===== src/rtl/sus_pkg.sv =====
// ----------------------------------------------------------------------------
// sus_pkg
// Shared types and codes for the sorted unique set builder.
// ----------------------------------------------------------------------------
`default_nettype none

package sus_pkg;

    localparam int KEY_W   = 32;
    localparam int RIDX_W  = 8;
    localparam int POS_W   = 8;
    localparam int CNT_O_W = 9;

    // request kinds carried on s_tuser
    typedef enum logic [1:0] {
        REQ_INSERT = 2'd0,
        REQ_FIND   = 2'd1,
        REQ_READ   = 2'd2
    } req_t;

    // per-cell status seen by the neighbor and the reduction logic
    typedef struct packed {
        logic valid;
        logic lt;
        logic eq;
        logic sel;
    } cell_stat_t;

endpackage

`default_nettype wire


===== src/rtl/sus_cell.sv =====
// ----------------------------------------------------------------------------
// sus_cell
// One slot of the sorted row: holds a value, compares it with the key and
// takes the key or its left neighbor's value on an insert.
// ----------------------------------------------------------------------------
`default_nettype none

module sus_cell
    import sus_pkg::*;
#(
    parameter int CELL_INDEX = 0
) (
    input  wire logic              aclk,
    input  wire logic              aresetn,
    input  wire logic [KEY_W-1:0]  key,
    input  wire logic [RIDX_W-1:0] read_index,
    input  wire logic              ins_en,
    input  wire logic              left_lt,
    input  wire logic              left_valid,
    input  wire logic [KEY_W-1:0]  left_value,
    output logic      [KEY_W-1:0]  value,
    output cell_stat_t             stat
);

    logic [KEY_W-1:0] value_reg;
    logic [KEY_W-1:0] value_next;
    logic             valid_reg;
    logic             valid_next;
    logic             lt;

    assign lt = valid_reg && (value_reg < key);

    always_comb begin
        value_next = value_reg;
        valid_next = valid_reg;
        if (ins_en && !lt) begin
            // first non-smaller slot takes the key, the rest shift up
            value_next = left_lt ? key : left_value;
            valid_next = left_lt ? 1'b1 : left_valid;
        end
    end

    always_ff @(posedge aclk) begin
        if (!aresetn) begin
            valid_reg <= 1'b0;
        end else begin
            valid_reg <= valid_next;
        end
    end

    always_ff @(posedge aclk) begin
        value_reg <= value_next;
    end

    assign value      = value_reg;
    assign stat.valid = valid_reg;
    assign stat.lt    = lt;
    assign stat.eq    = valid_reg && (value_reg == key);
    assign stat.sel   = (CELL_INDEX < (1 << RIDX_W)) && (read_index == RIDX_W'(CELL_INDEX));

endmodule

`default_nettype wire


===== config.mk =====
export PLATFORM = sky130hd
export DESIGN_NAME = sus_cell
export DESIGN_NICKNAME = d
export VERILOG_FILES = /design/src/rtl/sus_pkg.sv /design/src/rtl/sus_cell.sv
export SDC_FILE = /design/constraint.sdc
export NUM_CORES = 1
export LEC_CHECK = 0
export ABC_AREA = 1
export BUFFER_PORTS_ARGS = -buffer_cell sky130_fd_sc_hd__buf_2
export CAP_MARGIN = 20
export CORE_MARGIN = 2
export CORE_UTILIZATION = 46
export DETAILED_ROUTE_END_ITERATION = 10
export MAX_ROUTING_LAYER = met4
export PLACE_DENSITY = 0.8
export SLEW_MARGIN = 20
export SYNTH_ARGS = -nofsm -noshare
export SYNTH_HDL_FRONTEND = slang
export SYNTH_SLANG_ARGS = --single-unit

===== constraint.sdc =====
create_clock -name aclk -period 3 [get_ports aclk]
set_clock_uncertainty 0.05 [all_clocks]
set_input_delay 0.3 -clock aclk [delete_from_list [all_inputs] [get_ports aclk]]
set_output_delay 0.3 -clock aclk [all_outputs]
set_load 0.02 [all_outputs]

# Word-level counts from Yosys, hierarchy flattened
# Index checks and enable logic that the tools add are counted.
# word_totals
reg_bits,33
latchBits,0
mem_bits_rw,0
rom_bits,0
input_bits,77
output_inout_bits,36
wordCells,11
memories,0
# op_classes
add_sub_neg,0
n_mul,0
n_div,0
n_lt_le_gt_ge,1
n_eq_ne,1
n_shift,0
mux,2
n_bitwise,0
n_reduce_logical,5
# op_table
op,count
32-bit equality test,1
32-bit less-than comparator,1
32-bit 2-to-1 mux,1
8-bit zero test,1
1-bit logical AND,3
1-bit zero test,1
1-bit 2-to-1 mux,1

# Longest topological paths before layout
# Gate-level depths: netlist (run 1).
# logic_depth
ltp_word,4
mapped_depth,16

# Least setup slack after synthesis (run 1)
# No wires, ideal clock.
# synth_timing
path_kind,reg-to-reg
from,"reg value_reg[11], in the netlist value[11]"
to,"reg value_reg[0], in the netlist value[0], enable pin"
t_arrival_ns,2.194
slack_ns,0.361
stages_incl_launch_ff,12
cell_sequence,edfxtp_1 -> ha_1 -> nand2_1 -> inv_2 -> nand3_2 -> nor3_2 -> nand2_1 -> nand2_1 -> nand2_1 -> nand2_2 -> inv_2 -> nor2_2
# synth_between
elab_chain_cells,4
# synth_rtl
item,line,rtl
start: declaration,sus_cell.sv:25,logic [KEY_W-1:0] value_reg;
start signal: assignment,sus_cell.sv:52,value_reg <= value_next;
32-bit less-than comparator,sus_cell.sv:31,assign lt = valid_reg && (value_reg < key);
1-bit logical AND,sus_cell.sv:31,
via lt,sus_cell.sv:29,logic lt;
1-bit zero test,sus_cell.sv:36,if (ins_en && !lt) begin
1-bit logical AND,sus_cell.sv:36,
# The timed path passes the listed nets, and every way through them passes these cells.
# A chain may end at the register's enable or synchronous reset.

# Final worst setup path (run 1)
# layout_timing
from,"reg value_reg[23], in the netlist value[23]"
to,"reg value_reg[13], in the netlist value[13], enable pin"
# layout_between
elab_chain_cells,4
# layout_rtl
item,line
32-bit less-than comparator,sus_cell.sv:31
1-bit logical AND,sus_cell.sv:31
1-bit zero test,sus_cell.sv:36
1-bit logical AND,sus_cell.sv:36
# Every way passes these cells.

==> flow_summary.yaml, run 1 <==
synth:
  synth-compound-area-share: 0.110
  synth_nets: 367
  synth.area.top_cells: "edfxtp_1, ha_1, a21oi_1"
  synthCells: 258
  yosysSeqAreaShare: 0.435
  synthMuxAreaShare: 0.00499
  synth_top_area_share: 0.426
  post-synth-top-area-cell: "edfxtp_1"
  synth_xor_area_frac: 0
  yosysWarnings: 0
  yosys.cell_types.count: 27
  synth_top_family_by_area: "simple AND/OR/NAND/NOR gates"
  synth.avg_cell_area_sq_um: 8.74
  netlist_area_sq_um: 2260
  synth.ff_latch_count: 33
  synthSimpleGateAreaFrac: 0.181
  synth_fa_ha_area_frac: 0.177
power:
  leakagePower_nw: 1.54
  powerDensity_nw_per_um2: 405
  peakVddDrop_v: 0.000219
global_routing:
  grt_pass1_vias: 1929
  grt_use_total: 0.191
  grt_max_degree: 28
  antenna_found_initial: 0
  grt_first_pass_wirelength_um: 7890
  grt.overflow.total: 0
routing:
  dr.first_iter.drc_count: 31
  drc: 0
  drtPass1Iterations: 4
  wl_per_cell_um: 11.4
  routed_wl_um: 5000
  route.vias.total: 2049
  via_per_inst: 4.67
  antenna_left: 0
clock_network:
  cts-resized-gates: 0
  worstSkewPairLatency_ns: 0.27
  cts-root-buf: "clkbuf_8"
  htreeDepth: 2
  cts_made_buffers: 5
  clockBufferDepth: 2
  cts_tree: "done"
  postCtsHoldBufs: 0
  post_cts_buffers: 0
  clkSinkCount: 33
  clk_pin_slew_ns: 0.06
floorplan:
  start_util: 0.478
  die_h_um: 74.0
  pin_count: 113
  die_width_um: 74.0
  dieArea_sq_um: 5480
  core_area_sq_um: 4720
  rows: 25
cells_and_area:
  area_growth_pct: 31.8
  drive_gt1_frac: 0.360
  n_antenna_cell: 0
  largest_register_ffs: 32
  fin_nets: 480
  design_area_sq_um: 2970
  fill_cells: 446
setup_path:
  cp_data_required_time_ns: 2.94
  crit_chain: "ha_1 > nand2_1 > nor2_1 > nand3b_1 > nor2_2 > nand2_1 > nand2_2 > inv_2 > nor2_4 > buf_12"
  max_stage_delay_ns: 0.41
  cp_max_fo: 17
  cp_common_cell: "nand2_1"
  slowest_stage: "nor2_4"
  start_kind: "flip-flop"
  path_class: "flip-flop to flip-flop"
  worstSetupEndpointType: "flip-flop"
  crit_arrival_ns: 2.27
place:
  post_dp_cell_area_sq_um: 2890
  place_hpwl_um: 4220
  portBuffers: 112
  gp_congestion: 0.842
job:
  maxCapViolations: 0
sta:
  hold_viol: 0
  report.final.slew_viol_count: 0
  setup_viol: 0
  rsz0062_at_grt: "false"
  setup_tns_ns: 0
  tightest_slew_ns: 0.527
  clock.fmax_mhz: 428
  slew_headroom: 0.648
  finalCritPeriodShare: 0.779
  fin_crit_ns: 2.34
worst_hold_path:
  min_path_type: "primary input to flip-flop"
status:
  status: "finished clean"
==> routing by layer <==
layer / share of wire / GRT usage
met1: 0.42 / 0.222
met4: 0.010 / 0.0424
met2: 0.50 / 0.334
met5: 0 / -
met3: 0.069 / 0.0474
==> synth_stat cells <==
master    number
o21ai_0        2
ha_1          32
o21a_1         1
nand4_1        2
nand3b_1       2
and2_1         1
and3_2         1
mux2_2         1
nor2_2         3
buf_2          5
inv_1         39
a21oi_2        1
nand2_2        2
nor3_1         1
buf_4          2
nand3_2        2
dfxtp_1        1
buf_1          2
edfxtp_1      32
nor3_2         1
nand2_1       31
nand3_1        3
inv_2          3
a21oi_1       43
a21o_1         1
nor4_1         2
nor2_1        42
==> cell type report <==
cell class / instances / area, sq um / area share
Clock buffer: 8 / 80.1 / 0.0269
Inverter: 42 / 158 / 0.0530
Tap cell: 67 / 83.8 / 0.0282
Multi-Input combinational cell: 174 / 1070 / 0.362
Sequential cell: 33 / 981 / 0.330
Timing Repair Buffer: 115 / 596 / 0.200
==> logic make-up after synthesis <==
logic type / after synthesis
adders and majority gates: 32
AOI/OAI and AO/OA: 48
and+or+nand+nor: 93
buffers and inverters: 51
muxes: 1
DFF: 33
==> cell usage in the layout (no fill, tap or decap) <==
cell type | synthesis | layout
buf_12 | 0 | 1
and2_1 | 1 | 1
a21oi_1 | 43 | 43
o21ai_0 | 2 | 2
inv_1 | 39 | 39
mux2_2 | 1 | 1
nor2_4 | 0 | 1
ha_1 | 32 | 32
buf_2 | 5 | 112
a21oi_2 | 1 | 1
nor3_2 | 1 | 1
nor2_2 | 3 | 2
nand2_2 | 2 | 2
nand4_1 | 2 | 2
nor4_1 | 2 | 2
nand2_1 | 31 | 31
clkbuf_1 | 0 | 3
edfxtp_1 | 32 | 32
dfxtp_1 | 1 | 1
nor3_1 | 1 | 1
nand3_1 | 3 | 3
clkbuf_8 | 0 | 5
and3_2 | 1 | 1
buf_4 | 2 | 2
o21a_1 | 1 | 1
nor2_1 | 42 | 42
nand3b_1 | 2 | 2
nand3_2 | 2 | 2
inv_2 | 3 | 3
a21o_1 | 1 | 1
==> stage by stage <==
step,setup WS (ns),hold WS [ns],power [mW],cells,utilization
2_1_floorplan,0.361,0.395,0.786,258,-
3_3_place_gp,0.654,0.538,0.900,431,0.612
3_5_place_dp,0.624,0.531,0.914,431,0.612
4_1_cts,0.631,0.253,1.22,439,0.629
5_1_grt,0.488,0.277,1.28,439,0.629
6_report,0.663,0.262,1.20,439,0.629
==> critical path, delay by kind of cell, from the launching register on <==
family / cells / cell delay [ns]
AND/OR/NAND/NOR: 7 / 1.02
adder cells (fa/ha/maj): 1 / 0.32
buffers and inverters: 2 / 0.27
flip-flops: 1 / 0.39
==> power by group <==
group	switching (mW)	total, mW	internal, mW	leakage (nW)
clock	0.140	0.305	0.164	0.0395
combinational	0.191	0.326	0.135	1.19
sequential	0.0202	0.574	0.553	0.313
==> worst paths after layout <==
| kind | from | end | slack (ns) | cells past startpoint |
|---|---|---|---|---|
| worst max-delay path | value[23] | value[13] | 0.66 | 10 |
| worst min-delay path | left_valid | valid_reg | 0.26 | 5 |
| worst max register to register | value[23] | value[13] | 0.66 | 10 |
| worst min register to register | valid_reg | valid_reg | 0.59 | 4 |
No activity file was read; power rests on OpenSTA's default activity.
==> run 2, diff against run 1 <==
- clock period: 3 -> 2.3 ns (I/O delays scaled with it)
==> flow_summary.yaml, run 2 (synthesized netlist as in run 1, its figures left out) <==
status:
  status: "finished clean"
setup_path:
  crit_arrival_ns: 1.88
  cp_data_required_time_ns: 2.02
  start_kind: "flip-flop"
  path_class: "flip-flop to output port"
  cp_max_fo: 2
  worstSetupEndpointType: "output port"
place:
  place_hpwl_um: 4180
  portBuffers: 112
  dpl.cell_count: 431
  gp_congestion: 0.747
cells_and_area:
  fin_util: 0.632
  mostFrequentLayoutCell: "buf_2"
  layout_common_cells: "buf_2, a21oi_1, nor2_1"
  seqCellArea_sq_um: 981
  fill_cells: 426
  n_antenna_cell: 0
  largest_register_ffs: 32
  drive_gt1_frac: 0.360
  area_growth_pct: 32.3
  final_cells: 439
  multiInputGateArea_sq_um: 1070
  fin_nets: 480
floorplan:
  start_util: 0.478
  rows: 25
  die_h_um: 74.0
  die_width_um: 74.0
  core_area_sq_um: 4720
  dieArea_sq_um: 5480
  pin_count: 113
clock_network:
  worstSkewPairLatency_ns: 0.28
  htreeDepth: 2
  clockBufferDepth: 2
  postCtsHoldBufs: 0
  clkSinkCount: 33
  clk_pin_slew_ns: 0.07
  cts_made_buffers: 5
  cts_tree: "done"
  cts-root-buf: "clkbuf_8"
  post_cts_buffers: 0
  cts-resized-gates: 0
routing:
  antenna_left: 0
  drtPass1Iterations: 3
  dr.first_iter.drc_count: 115
  via_per_inst: 4.69
  drc: 0
  routed_wl_um: 5070
  wl_per_cell_um: 11.6
  route.vias.total: 2060
power:
  peakVddDrop_v: 0.000359
  leakagePower_nw: 1.55
  total_power_mw: 1.60
  powerDensity_nw_per_um2: 535
sta:
  setup_tns_ns: 0
  tightest_slew_ns: 0.469
  report.final.slew_viol_count: 0
  rsz0062_at_grt: "false"
  hold_viol: 0
  fin_crit_ns: 2.16
  setup_viol: 0
  clock.fmax_mhz: 462
  finalCritPeriodShare: 0.941
  slew_headroom: 0.688
global_routing:
  grt_max_degree: 40
  antenna_found_initial: 0
  grt_use_total: 0.195
  grt_pass1_vias: 1907
  grt.overflow.total: 0
  grt_first_pass_wirelength_um: 7930
job:
  maxCapViolations: 0
worst_hold_path:
  min_path_type: "primary input to flip-flop"
-- run 2: changes by cell type in the layout (fill, tap and decap cells not counted) --
cell	change
buf_12	+1
buf_4	-1
-- run 2: path summary, 6_finish.rpt --
check | end | slack [ns] | startpoint | cells after the start
worst max-delay path | stat[2] | 0.14 | value[23] | 8
worst max register to register | value[8] | 0.19 | value[23] | 10
worst min register to register | valid_reg | 0.57 | valid_reg | 4
worst min-delay path | valid_reg | 0.17 | left_valid | 5
-- run 2: worst max-delay path: stages, from the launching register on --
cell      delay [ns]
edfxtp_1        0.39
ha_1            0.34
a21oi_1         0.19
o21a_1          0.14
nand2_1         0.07
a21oi_2         0.13
nand2_2         0.08
inv_2           0.07
buf_2           0.18
-- run 2: routing by layer --
metal | part of all wire | global-route usage | wire, um | vias to the layer above
met1 | 0.43 | 0.218 | 2200 | 908
met2 | 0.50 | 0.337 | 2550 | 61
met3 | 0.055 | 0.0556 | 281 | 6
met5 | 0 | - | 0 | -
li1 | - | - | - | 1085
met4 | 0.0081 | 0.0626 | 41 | 0
-- run 2: through the flow --
step                      worst slack [ns]  hold WS (ns)  instance area (sq um)
after detailed placement             0.182         0.466                   2910
after CTS                            0.128         0.169                   2990
final                                0.136         0.171                   2990
after global placement               0.203         0.458                   2910
after global routing                0.0410         0.187                   2990
after floorplan                    0.00942         0.325                   2260
-- run 2: power by group --
group	leakage [nW]	internal, mW	total, mW	switching [mW]
clock	0.0395	0.215	0.420	0.205
combinational	1.20	0.180	0.430	0.250
sequential	0.313	0.721	0.746	0.0250
total	1.55	1.12	1.60	0.480
-- run 2: cell type report --
cell class | instances | area share
Clock buffer | 8 | 0.0268
Sequential cell | 33 | 0.329
Multi-Input combinational cell | 174 | 0.360
Timing Repair Buffer | 115 | 0.204
Inverter | 42 | 0.0528
Tap cell | 67 | 0.0281
